<file path="config.mk">
export PLATFORM = sky130hd
export DESIGN_NAME = cartesian_tree_stack_builder
export DESIGN_NICKNAME = d
export VERILOG_FILES = /design/src/hdl/ctsb_pkg.sv /design/src/hdl/cartesian_tree_stack_builder.sv /design/src/hdl/ctsb_ram.sv /design/src/hdl/ctsb_out.sv /design/src/hdl/ctsb_ctrl.sv
export SDC_FILE = /design/constraint.sdc
export NUM_CORES = 1
export LEC_CHECK = 0
export ABC_CLOCK_PERIOD_IN_PS = 5800
export BUFFER_PORTS_ARGS = -buffer_cell sky130_fd_sc_hd__buf_4
export CORE_ASPECT_RATIO = 1.2
export CORE_MARGIN = 5
export CORE_UTILIZATION = 35
export DETAILED_ROUTE_END_ITERATION = 16
export PLACE_DENSITY_LB_ADDON = 0.08
export SKIP_LAST_GASP = 1
export SYNTH_ARGS = -nofsm -noshare
export SYNTH_HDL_FRONTEND = slang
export SYNTH_SLANG_ARGS = --single-unit
</file>
<file path="constraint.sdc">
create_clock -name i_clk -period 5.8 [get_ports i_clk]
set_input_delay 0 -clock i_clk [delete_from_list [all_inputs] [get_ports i_clk]]
set_output_delay 0 -clock i_clk [all_outputs]
set_load 0.03 [all_outputs]
</file>
<file path="src/hdl/ctsb_pkg.sv">
// Package for the Cartesian tree stack builder: field widths, link codes and the
// result record passed from the controller to the output stage. No dependencies.
`default_nettype none

package ctsb_pkg;

    localparam int KEY_IN_W         = 32;  // width of the key field on the input port
    localparam int POS_W            = 5;   // width of a sequence position
    localparam int KIND_W           = 2;
    localparam int DEF_MAX_ELEMENTS = 32;
    localparam int DEF_KEY_WIDTH    = 32;

    typedef enum logic [KIND_W-1:0] {
        LINK_LEFT     = 2'd0,
        LINK_RIGHT    = 2'd1,
        LINK_ROOT     = 2'd2,
        LINK_OVERFLOW = 2'd3
    } t_link_kind;

    typedef struct packed {
        logic [POS_W-1:0] parent;
        logic [POS_W-1:0] child;
        t_link_kind       kind;
        logic             run_end;
    } t_result;

endpackage

`default_nettype wire

</file>
<file path="src/hdl/cartesian_tree_stack_builder.sv">
// Cartesian tree stack builder, top level. Depends on ctsb_pkg, ctsb_ram, ctsb_ctrl, ctsb_out.
// Flow: an item is accepted, then pushed when it pops nothing; each pop is a compare
// followed by the stack RAM read that reloads the top, with no read when it empties the stack.
// A flush pops every stacked node the same way, root included. Results appear in the cycle after
// issue, and a result the sink has not taken stalls the controller. A new item is accepted only
// in the idle state. Synchronous active-low reset empties stack and sequence.
`default_nettype none

module cartesian_tree_stack_builder
    import ctsb_pkg::*;
#(
    parameter int MAX_ELEMENTS = DEF_MAX_ELEMENTS,
    parameter int KEY_WIDTH    = DEF_KEY_WIDTH
) (
    input  wire logic                        i_clk,
    input  wire logic                        i_rst_n,
    input  wire logic                        i_valid,
    output logic                             o_ready,
    input  wire logic signed [KEY_IN_W-1:0]  i_key_value,
    input  wire logic                        i_final_element,
    output logic                             o_valid,
    input  wire logic                        i_ready,
    output logic [POS_W-1:0]                 o_parent_index,
    output logic [POS_W-1:0]                 o_child_index,
    output logic [KIND_W-1:0]                o_link_kind,
    output logic                             o_run_end
);

    localparam int AW = $clog2(MAX_ELEMENTS);
    localparam int EW = KEY_WIDTH + POS_W;

    // The stack lives in one RAM of {ordered key, position} entries. The controller keeps
    // a copy of the top entry in registers, so a compare never waits on the RAM; only a
    // pop has to fetch the entry beneath it. Writes and reads never fall in one cycle,
    // so no forwarding path is needed.
    logic          ram_we;
    logic [AW-1:0] ram_waddr;
    logic [EW-1:0] ram_wdata;
    logic          ram_re;
    logic [AW-1:0] ram_raddr;
    logic [EW-1:0] ram_rdata;

    // Result requests pass through a single output register; the controller stalls
    // whenever that register is still full and the sink is not taking it.
    logic    res_push;
    logic    res_can_take;
    t_result res_req;
    t_result res_out;

    ctsb_ram #(
        .WIDTH (EW),
        .DEPTH (MAX_ELEMENTS)
    ) u_stack_ram (
        .i_clk   (i_clk),
        .i_we    (ram_we),
        .i_waddr (ram_waddr),
        .i_wdata (ram_wdata),
        .i_re    (ram_re),
        .i_raddr (ram_raddr),
        .o_rdata (ram_rdata)
    );

    ctsb_ctrl #(
        .MAX_ELEMENTS (MAX_ELEMENTS),
        .KEY_WIDTH    (KEY_WIDTH)
    ) u_ctrl (
        .i_clk           (i_clk),
        .i_rst_n         (i_rst_n),
        .i_valid         (i_valid),
        .o_ready         (o_ready),
        .i_key_value     (i_key_value),
        .i_final_element (i_final_element),
        .i_can_take      (res_can_take),
        .o_emit          (res_push),
        .o_result        (res_req),
        .o_we            (ram_we),
        .o_waddr         (ram_waddr),
        .o_wdata         (ram_wdata),
        .o_re            (ram_re),
        .o_raddr         (ram_raddr),
        .i_rdata         (ram_rdata)
    );

    ctsb_out u_out (
        .i_clk      (i_clk),
        .i_rst_n    (i_rst_n),
        .i_push     (res_push),
        .i_result   (res_req),
        .o_can_take (res_can_take),
        .o_valid    (o_valid),
        .i_ready    (i_ready),
        .o_result   (res_out)
    );

    assign o_parent_index = res_out.parent;
    assign o_child_index  = res_out.child;
    assign o_link_kind    = res_out.kind;
    assign o_run_end      = res_out.run_end;

endmodule

`default_nettype wire

</file>
<file path="src/hdl/ctsb_ram.sv">
// Generic single-write, single-read synchronous RAM with a registered read port.
// Depends on nothing.
`default_nettype none

module ctsb_ram #(
    parameter int WIDTH = 8,
    parameter int DEPTH = 32
) (
    input  wire logic                     i_clk,
    input  wire logic                     i_we,
    input  wire logic [$clog2(DEPTH)-1:0] i_waddr,
    input  wire logic [WIDTH-1:0]         i_wdata,
    input  wire logic                     i_re,
    input  wire logic [$clog2(DEPTH)-1:0] i_raddr,
    output logic      [WIDTH-1:0]         o_rdata
);

    logic [WIDTH-1:0] r_mem [DEPTH];

    always_ff @(posedge i_clk) begin
        if (i_we) begin
            r_mem[i_waddr] <= i_wdata;
        end
        if (i_re) begin
            o_rdata <= r_mem[i_raddr];
        end
    end

endmodule

`default_nettype wire

</file>
<file path="src/hdl/ctsb_out.sv">
// Output register stage holding one result request until the sink takes it.
// Depends on ctsb_pkg.
`default_nettype none

module ctsb_out
    import ctsb_pkg::*;
(
    input  wire logic    i_clk,
    input  wire logic    i_rst_n,
    input  wire logic    i_push,
    input  wire t_result i_result,
    output logic         o_can_take,
    output logic         o_valid,
    input  wire logic    i_ready,
    output t_result      o_result
);

    logic r_valid;
    t_result r_result;

    assign o_can_take = !r_valid || i_ready;
    assign o_valid    = r_valid;
    assign o_result   = r_result;

    always_ff @(posedge i_clk) begin
        if (!i_rst_n) begin
            r_valid <= 1'b0;
        end else if (i_push) begin
            r_valid <= 1'b1;
        end else if (i_ready) begin
            r_valid <= 1'b0;
        end
    end

    always_ff @(posedge i_clk) begin
        if (i_push) begin
            r_result <= i_result;
        end
    end

endmodule

`default_nettype wire

</file>
<file path="src/hdl/ctsb_ctrl.sv">
// Stack controller: compares, pops, pushes and flushes, keeping the top entry in
// registers and the rest in the stack RAM. Depends on ctsb_pkg.
`default_nettype none

module ctsb_ctrl
    import ctsb_pkg::*;
#(
    parameter int MAX_ELEMENTS = DEF_MAX_ELEMENTS,
    parameter int KEY_WIDTH    = DEF_KEY_WIDTH
) (
    input  wire logic                                 i_clk,
    input  wire logic                                 i_rst_n,
    input  wire logic                                 i_valid,
    output logic                                      o_ready,
    input  wire logic signed [KEY_IN_W-1:0]           i_key_value,
    input  wire logic                                 i_final_element,
    input  wire logic                                 i_can_take,
    output logic                                      o_emit,
    output t_result                                   o_result,
    output logic                                      o_we,
    output logic [$clog2(MAX_ELEMENTS)-1:0]           o_waddr,
    output logic [KEY_WIDTH+POS_W-1:0]                o_wdata,
    output logic                                      o_re,
    output logic [$clog2(MAX_ELEMENTS)-1:0]           o_raddr,
    input  wire logic [KEY_WIDTH+POS_W-1:0]           i_rdata
);

    localparam int AW = $clog2(MAX_ELEMENTS);
    localparam int CW = $clog2(MAX_ELEMENTS + 1);

    typedef enum logic [2:0] {
        S_IDLE,
        S_OVF,
        S_CMP,
        S_POP_WAIT,
        S_FLUSH,
        S_FL_WAIT
    } t_state;

    t_state                 r_state,   n_state;
    logic [KEY_WIDTH-1:0]   r_key,     n_key;
    logic                   r_final,   n_final;
    logic [CW-1:0]          r_depth,   n_depth;
    logic [CW-1:0]          r_count,   n_count;
    logic [KEY_WIDTH-1:0]   r_top_key, n_top_key;
    logic [POS_W-1:0]       r_top_pos, n_top_pos;
    logic [POS_W-1:0]       r_prev,    n_prev;
    logic                   r_have_prev, n_have_prev;

    logic [KEY_WIDTH+KEY_IN_W-1:0] key_wide;
    logic [KEY_WIDTH-1:0]          key_ord;
    logic [CW+POS_W-1:0]           count_wide;
    logic [POS_W-1:0]              count_pos;
    logic [CW-1:0]                 depth_dec;
    logic [CW-1:0]                 depth_dec2;
    logic                          full;
    logic                          pop_cond;

    // Flipping the sign bit turns two's complement order into unsigned order.
    assign key_wide   = {{KEY_WIDTH{1'b0}}, i_key_value};
    assign key_ord    = key_wide[KEY_WIDTH-1:0] ^ {1'b1, {(KEY_WIDTH-1){1'b0}}};
    assign count_wide = {{POS_W{1'b0}}, r_count};
    assign count_pos  = count_wide[POS_W-1:0];
    assign depth_dec  = r_depth - CW'(1);
    assign depth_dec2 = r_depth - CW'(2);
    assign full       = (r_count >= CW'(MAX_ELEMENTS));
    assign pop_cond   = (r_depth != '0) && (r_key > r_top_key);

    assign o_ready = (r_state == S_IDLE);
    assign o_waddr = r_depth[AW-1:0];
    assign o_wdata = {r_key, count_pos};
    assign o_raddr = depth_dec2[AW-1:0];

    always_comb begin
        n_state     = r_state;
        n_key       = r_key;
        n_final     = r_final;
        n_depth     = r_depth;
        n_count     = r_count;
        n_top_key   = r_top_key;
        n_top_pos   = r_top_pos;
        n_prev      = r_prev;
        n_have_prev = r_have_prev;
        o_emit      = 1'b0;
        o_we        = 1'b0;
        o_re        = 1'b0;
        o_result.parent  = r_top_pos;
        o_result.child   = r_prev;
        o_result.kind    = LINK_RIGHT;
        o_result.run_end = 1'b0;

        case (r_state)
            S_IDLE: begin
                if (i_valid) begin
                    n_key       = key_ord;
                    n_final     = i_final_element;
                    n_have_prev = 1'b0;
                    if (full) begin
                        n_state = i_final_element ? S_FLUSH : S_OVF;
                    end else begin
                        n_state = S_CMP;
                    end
                end
            end
            S_OVF: begin
                o_result.parent  = '0;
                o_result.child   = '0;
                o_result.kind    = LINK_OVERFLOW;
                o_result.run_end = 1'b1;
                if (i_can_take) begin
                    o_emit  = 1'b1;
                    n_state = S_IDLE;
                end
            end
            S_CMP, S_FLUSH: begin
                if ((r_state == S_CMP) ? pop_cond : (r_depth != '0)) begin
                    // Pop the top; every pop after the first links a right child.
                    if (!r_have_prev || i_can_take) begin
                        o_emit      = r_have_prev;
                        n_prev      = r_top_pos;
                        n_have_prev = 1'b1;
                        n_depth     = depth_dec;
                        if (depth_dec != '0) begin
                            o_re    = 1'b1;
                            n_state = (r_state == S_CMP) ? S_POP_WAIT : S_FL_WAIT;
                        end
                    end
                end else if (r_state == S_CMP) begin
                    // Push the new node; the last popped node is its left child.
                    o_result.parent  = count_pos;
                    o_result.kind    = LINK_LEFT;
                    o_result.run_end = !r_final;
                    if (!r_have_prev || i_can_take) begin
                        o_emit      = r_have_prev;
                        o_we        = 1'b1;
                        n_top_key   = r_key;
                        n_top_pos   = count_pos;
                        n_depth     = r_depth + CW'(1);
                        n_count     = r_count + CW'(1);
                        n_have_prev = 1'b0;
                        n_state     = r_final ? S_FLUSH : S_IDLE;
                    end
                end else begin
                    // Stack empty at the end of a flush: the last node popped is the root.
                    o_result.parent  = r_prev;
                    o_result.child   = '0;
                    o_result.kind    = LINK_ROOT;
                    o_result.run_end = 1'b1;
                    if (i_can_take) begin
                        o_emit  = r_have_prev;
                        n_count = '0;
                        n_state = S_IDLE;
                    end
                end
            end
            S_POP_WAIT, S_FL_WAIT: begin
                n_top_key = i_rdata[KEY_WIDTH+POS_W-1:POS_W];
                n_top_pos = i_rdata[POS_W-1:0];
                n_state   = (r_state == S_POP_WAIT) ? S_CMP : S_FLUSH;
            end
            default: begin
                n_state = S_IDLE;
            end
        endcase
    end

    always_ff @(posedge i_clk) begin
        if (!i_rst_n) begin
            r_state     <= S_IDLE;
            r_depth     <= '0;
            r_count     <= '0;
            r_have_prev <= 1'b0;
        end else begin
            r_state     <= n_state;
            r_depth     <= n_depth;
            r_count     <= n_count;
            r_have_prev <= n_have_prev;
        end
        r_key     <= n_key;
        r_final   <= n_final;
        r_top_key <= n_top_key;
        r_top_pos <= n_top_pos;
        r_prev    <= n_prev;
    end

    a_depth_within_count: assert property (@(posedge i_clk) disable iff (!i_rst_n)
        r_depth <= r_count)
        else $error("stack depth exceeds element count");

    a_count_within_max: assert property (@(posedge i_clk) disable iff (!i_rst_n)
        r_count <= CW'(MAX_ELEMENTS))
        else $error("element count exceeds capacity");

    a_emit_has_room: assert property (@(posedge i_clk) disable iff (!i_rst_n)
        o_emit |-> i_can_take)
        else $error("result request issued while output stage is full");

    a_wait_follows_read: assert property (@(posedge i_clk) disable iff (!i_rst_n)
        (r_state == S_POP_WAIT || r_state == S_FL_WAIT) |-> $past(o_re))
        else $error("top reload without a preceding stack read");

    a_no_read_write_clash: assert property (@(posedge i_clk) disable iff (!i_rst_n)
        o_we |-> !o_re)
        else $error("stack read and write in the same cycle");

endmodule

`default_nettype wire

</file>
-- Word level (Yosys, flattened, before mapping)
Memories as Yosys holds them, arrays and structs flattened. A register that Yosys moved wholly into a read port is not among the register bits.
Index checks and enable logic that the tools add are counted.
- memories kept: 1
- input port bits: 37
- memory bits (writable): 1184
- register bits: 105
- word-level logic and storage cells: 119
- memory list (name ; words ; bits a word ; rd ports ; clocked after Yosys merged registers in ; write ports ; RTL line ; RTL):
    u_stack_ram.r_mem ; 32 ; 37 ; 1 ; 1 ; 1 ; ctsb_ram.sv:18 ; logic [WIDTH-1:0] r_mem [DEPTH];
- reduce and logical (&&, ||, !) cells: 23
- add/subtract/negate cells: 4
- $lt $le $gt $ge: 2
- multiplexer cells: 58
- bitwise logic cells: 2
- equal/unequal tests: 15
- operator list (operator ; number):
    32-bit two-way mux ; 3
    32-bit one-hot mux with 2 select lines ; 1
    6-bit two-way mux ; 7
    3-bit two-way mux ; 13
    32-bit greater-than comparator ; 1
    13-bit one-hot mux with 2 select lines ; 1
    5-bit two-way mux ; 5
    1-bit two-way mux ; 23
    4-bit AND reduction ; 4
    13-bit two-way mux ; 1
    6-bit by 1-bit adder with 6-bit output, second input constant ; 2
    3-bit one-hot mux with 4 select lines ; 1
    6-bit nonzero test ; 2
    5-bit one-hot mux with 2 select lines ; 1
    2-bit nonzero test ; 5
    3-bit inequality test, second input constant ; 3
    2-bit inequality test, second input constant ; 4
    3-bit by 2-bit == test with 1-bit output, second input constant ; 2
    3-bit == test, second input constant ; 2
    6-bit greater-or-equal comparator, second input constant ; 1
    6-bit by 1-bit subtractor with 6-bit output, second input constant ; 1
    5-bit AND reduction ; 1
    5-bit by 2-bit subtractor with 5-bit output, second input constant ; 1
    2-bit by 1-bit inequality test with 1-bit output, second input constant ; 2
    11 further kinds ; 17

-- Longest topological paths before layout
- depth in word-level cells: 9
- gate-level depth with buffers: 12
- mapped depth without buffers: 10

-- Hierarchy
Synthesis repeated with hierarchy kept, for this count alone.
- cells, all modules: 3081
- area total of the unflattened synthesis: 52791.9 um^2
- by module, submodules not included (module ; area an instance (um^2) ; cells an instance ; seq. area each (um^2) ; times used):
    ctsb_ram ; 47217.8 ; 2605 ; 36665.2 ; 1
    ctsb_ctrl ; 5134.9 ; 459 ; 2572.5 ; 1
    ctsb_out ; 439.2 ; 17 ; 410.4 ; 1

-- Least setup slack after synthesis
Ideal clock, no wire load.
- path type: register -> register
- start: register u_ctrl.r_key[14]
- end: register u_ctrl.r_top_key[0] (enable)
- arrival time: 4.931 ns
- stages on the path, launching flop included: 9
- required time: 5.317 ns
- setup time: 0.483 ns
- path slack: 0.386 ns
- cell sequence: edfxtp_1 > ha_1 > a21oi_2 > nand2_1 > a221o_1 > o31a_2 > o211ai_1 > a21oi_1 > o21ai_0
- cells in the longest elaborated chain, start to end: 5
- ends and longest elaborated chain (element ; RTL line ; RTL):
    from (decl) ; ctsb_ctrl.sv:41 ; logic [KEY_WIDTH-1:0] r_key, n_key;
    from (signal assigned) ; ctsb_ctrl.sv:179 ; r_key <= n_key;
    32-bit greater-than comparator ; ctsb_ctrl.sv:67 ; assign pop_cond = (r_depth != '0) && (r_key > r_top_key);
    1-bit logical AND ; ctsb_ctrl.sv:67 ;
    1-bit two-way mux ; ctsb_ctrl.sv:116 ; if ((r_state == S_CMP) ? pop_cond : (r_depth != '0)) begin
    2-bit inequality test (no line) ; -- ;
    4-bit AND reduction (no line) ; -- ;
    to (signal assigned) ; ctsb_ctrl.sv:181 ; r_top_key <= n_top_key;
    to (decl) ; ctsb_ctrl.sv:45 ; logic [KEY_WIDTH-1:0] r_top_key, n_top_key;
No other way between the ends.
A chain may end at the register's enable or synchronous reset.

-- Worst setup path after layout
- start: register u_ctrl.r_key[15]
- end: register u_stack_ram.o_rdata[20] (read register of u_stack_ram.r_mem) (enable)
- cells in the longest elaborated chain, start to end: 5
- ends and longest elaborated chain (element ; RTL line ; RTL):
    32-bit greater-than comparator ; ctsb_ctrl.sv:67 ;
    1-bit logical AND ; ctsb_ctrl.sv:67 ;
    1-bit two-way mux (2 in a row) ; ctsb_ctrl.sv:116 ;
    1-bit two-way mux ; ctsb_ctrl.sv:92 ; case (r_state)
    via ram_re ; cartesian_tree_stack_builder.sv:39 ; logic ram_re;
    to (decl) ; ctsb_ram.sv:15 ; output logic [WIDTH-1:0] o_rdata
The timed path passes the listed nets, and every way through them passes these cells.

==> out/metrics.cfg <==
[outcome]
status = complete, no violations

[placed_design]
placed_cell_area_sq_um = 55400
dp_hpwl_microns = 81600
portBuffers = 51
gp_congestion = 0.772

[sta]
period_needed_ns = 4.99
tns_ns = 0
slew_violations = 0
max_slew_margin_pct = 12.1
worst_slew_pin_slew_ns = 1.31
max_freq_mhz = 200
hold_violations = 0
timing.final.crit_share_pct = 86.1
clock_skew_ns = 0.0263
rsz0062_at_grt = false
setup_viol = 0

[flow_run]
drv_cap = 0

[synthesis]
synth_seq_cells = 1326
synth-seq-area-share_pct = 77.2
synthXorXnorAreaFrac_pct = 0.188
post_synth.cell_area_avg_sq_um = 23.3
async_reset_ff_share_pct = 0
ys_types = 48
synth-simple-area-share_pct = 1.49
synthFlopType = edfxtp_1
synth_area_sq_um = 51300
postSynthCellCount = 2206
synth_top_family_by_area = multiplexers
syn_nets = 2286
ys_warn_count = 0
synth_edf_count = 1309
synth_compound_area_share_pct = 0.814
yosys.area_share.adder_pct = 1.05
synthMuxAreaShare_pct = 18.1

[die]
io_pins = 52
die_x_microns = 360
dieHeight_microns = 430
dieArea_sq_um = 154000
fp-row-count = 154
initial_core_util_pct = 35.1
coreArea_sq_um = 146000

[clocking]
clk_pin_slew_ns = 0.06
clock_latency_ns = 0.76
cts.sinks = 1326
cts_tree = yes
numCtsBuffers = 139
post_cts_resized = 0
clk_path_buf_depth = 3
clockRootBuffer = clkbuf_16
cts_max_level = 4

[pwr]
ir_drop_v = 0.000495
power_mw = 28.9
swShare_pct = 30.1
p_leak_nw = 18.8
p_int_mw = 20.2
netSwitchingPower_mw = 8.70
power_frac_seq_pct = 42.1
power_frac_comb_pct = 27.9
pwr_density_cell_nw_per_um2 = 478
clkPwrFrac_pct = 30.0

[critical_path]
cp_slowest_cell = nor4_1
crit_chain = ha_1, nand4_1, nor4_1, a21boi_0, o31a_2, o21ai_4, buf_4, nor2_1, and2_2, buf_4
cp-endpoint = u_stack_ram.o_rdata[20]
cp_common_cell = buf_4
cp.required_ns = 6.25
path_max_fanout = 19
critPathTopFamily = simple AND/OR/NAND/NOR gates
start_kind = flip-flop
path_class = reg -> reg
slowest_delay_ns = 1.12
rr_worst_depth = 10
r2r_start = u_ctrl.r_key[15]
cp.arrival_ns = 5.44
worstSetupStartpoint = u_ctrl.r_key[15]
cp.depth = 10
r2r-end = u_stack_ram.o_rdata[20]
crit_buf_inv = 2
r2r_setup_slack_ns = 0.81
cp-end-kind = flip-flop

[drt]
drc_errors = 0
drt-total-wl_microns = 136000
num_vias = 23500
antenna_left = 0
post_drt_wl_per_cell_microns = 30.1
vias_per_cell = 5.19
drtIter0Drc = 1858
firstDrtPassIters = 5

[global_route]
grt_first_pass_wirelength_microns = 192000
grt_usage_pct = 17.6
grt.overflow.total = 0
grt_pass1_vias = 24700
antenna_found_initial = 9
grt_max_degree = 119

[finish]
area_delta_synth_final_pct = 17.7
layout-drive-gt1-share_pct = 32.9
antenna_cells = 0
n_fill_cell = 12600
final_common_cell = edfxtp_1
fin_area_sq_um = 60400
nNetsFinal = 2549
layout_common_cells = 1309 x edfxtp_1, 370 x mux4_2, 142 x clkbuf_16, 115 x buf_4, 75 x mux2_2

[hold_path]
hp-class = in -> reg

## final cells by class
type / instances / area, sq um / share of cell area, %
Sequential cell: 1326 / 39700 / 65.6
Multi-Input combinational cell: 733 / 11400 / 18.8
Clock buffer: 175 / 3700 / 6.12
Tap cell: 1950 / 2440 / 4.04
Timing Repair Buffer: 225 / 2400 / 3.98
Clock inverter: 72 / 681 / 1.13
Inverter: 44 / 165 / 0.273
## power groups by stage
stage | sequential, mW | combinational, mW | clock, mW
global placement | 12.4 | 8.23 | 0
floorplan | 12.4 | 4.91 | 0
CTS | 12.2 | 8.33 | 8.94
global route | 12.2 | 8.61 | 9.33
finish | 12.2 | 8.07 | 8.68
detailed placement | 12.4 | 8.26 | 0
## how the worst min path moves through the flow
stage | cells past startpoint | startpoint | endpoint
detailed placement | 1 | i_key_value[2] | u_ctrl.r_key[2]
global placement | 1 | i_key_value[4] | u_ctrl.r_key[4]
floorplan | 0 | i_final_element | u_ctrl.r_final
global route | 2 | i_key_value[8] | u_ctrl.r_key[8]
finish | 2 | i_key_value[28] | u_ctrl.r_key[28]
CTS | 2 | i_key_value[28] | u_ctrl.r_key[28]
## per-stage QoR
step / instances / setup slack, ns / util [%] / hold slack [ns]
after CTS: 4525 / 0.850 / 41.3 / 0.00533
after global placement: 4212 / 0.979 / 37.9 / 0.178
after floorplan: 2206 / 0.386 / - / 0.0989
after global routing: 4525 / 0.771 / 41.3 / 0.0181
final: 4525 / 0.808 / 41.3 / 0.0585
after detailed placement: 4212 / 0.882 / 37.9 / 0.179
## cells by family (layout without fill, tap and decap cells)
group | Yosys count | after routing
adder cells (fa/ha/maj) | 43 | 43
AO/OA/AOI/OAI | 66 | 66
multiplexers | 454 | 454
buffers and inverters | 147 | 516
flip-flops | 1326 | 1326
AND/OR/NAND/NOR | 159 | 159
XOR/XNOR | 11 | 11
## timing repair
item,in CTS,in global routing
endpoints found under the hold margin,67,0
hold buffers,66,0
setup buffers,0,0
## cells in the mapped netlist, types with 2 or more instances
master    count  share of area (%)
nor4_1        2              0.024
nand4b_1      2              0.034
xnor2_1       4              0.068
o211ai_1      4              0.058
and2_1        5              0.061
inv_1        43               0.31
or3_1         4              0.049
nor2b_1       8              0.097
edfxtp_1   1309                 77
o21a_1        2              0.029
clkbuf_1     57               0.42
and3_1        2              0.024
buf_1         4              0.029
buf_2        41               0.40
nand2_2       4              0.049
nor3_1        4              0.039
nor2_1       54               0.39
a211oi_1      4              0.058
a31oi_1       3              0.037
nand3_1      26               0.25
o21ai_0      13               0.13
nand2_1      30               0.22
ha_1         43                1.0
a21boi_0      3              0.044
nand4_1      12               0.15
mux2i_1       9               0.18
nand2b_1      3              0.037
mux4_2      370                 16
a21oi_1      26               0.25
mux2_2       75                1.6
xor2_1        7               0.12
dfxtp_1      17               0.66
## sequential cells by signal, indices dropped and copies added (netlist names)
name	cells
u_ctrl.r_prev	5
u_ctrl.r_state	3
u_ctrl.r_depth	6
u_ctrl.r_count	6
u_out.o_valid	1
u_ctrl.r_final	1
u_ctrl.r_key	32
u_stack_ram.r_mem	1184
u_ctrl.r_top_key	32
u_stack_ram.o_rdata	37
u_out.o_result	13
u_ctrl.r_top_pos	5
u_ctrl.r_have_prev	1
## routing by layer
metal | share of wire, % | global-route usage, %
met4 | 2.1 | 4.57
met3 | 4.0 | 2.97
met5 | 0.0051 | 0
met2 | 51 | 30.0
met1 | 43 | 23.6
(Power assumes the default switching activity.)
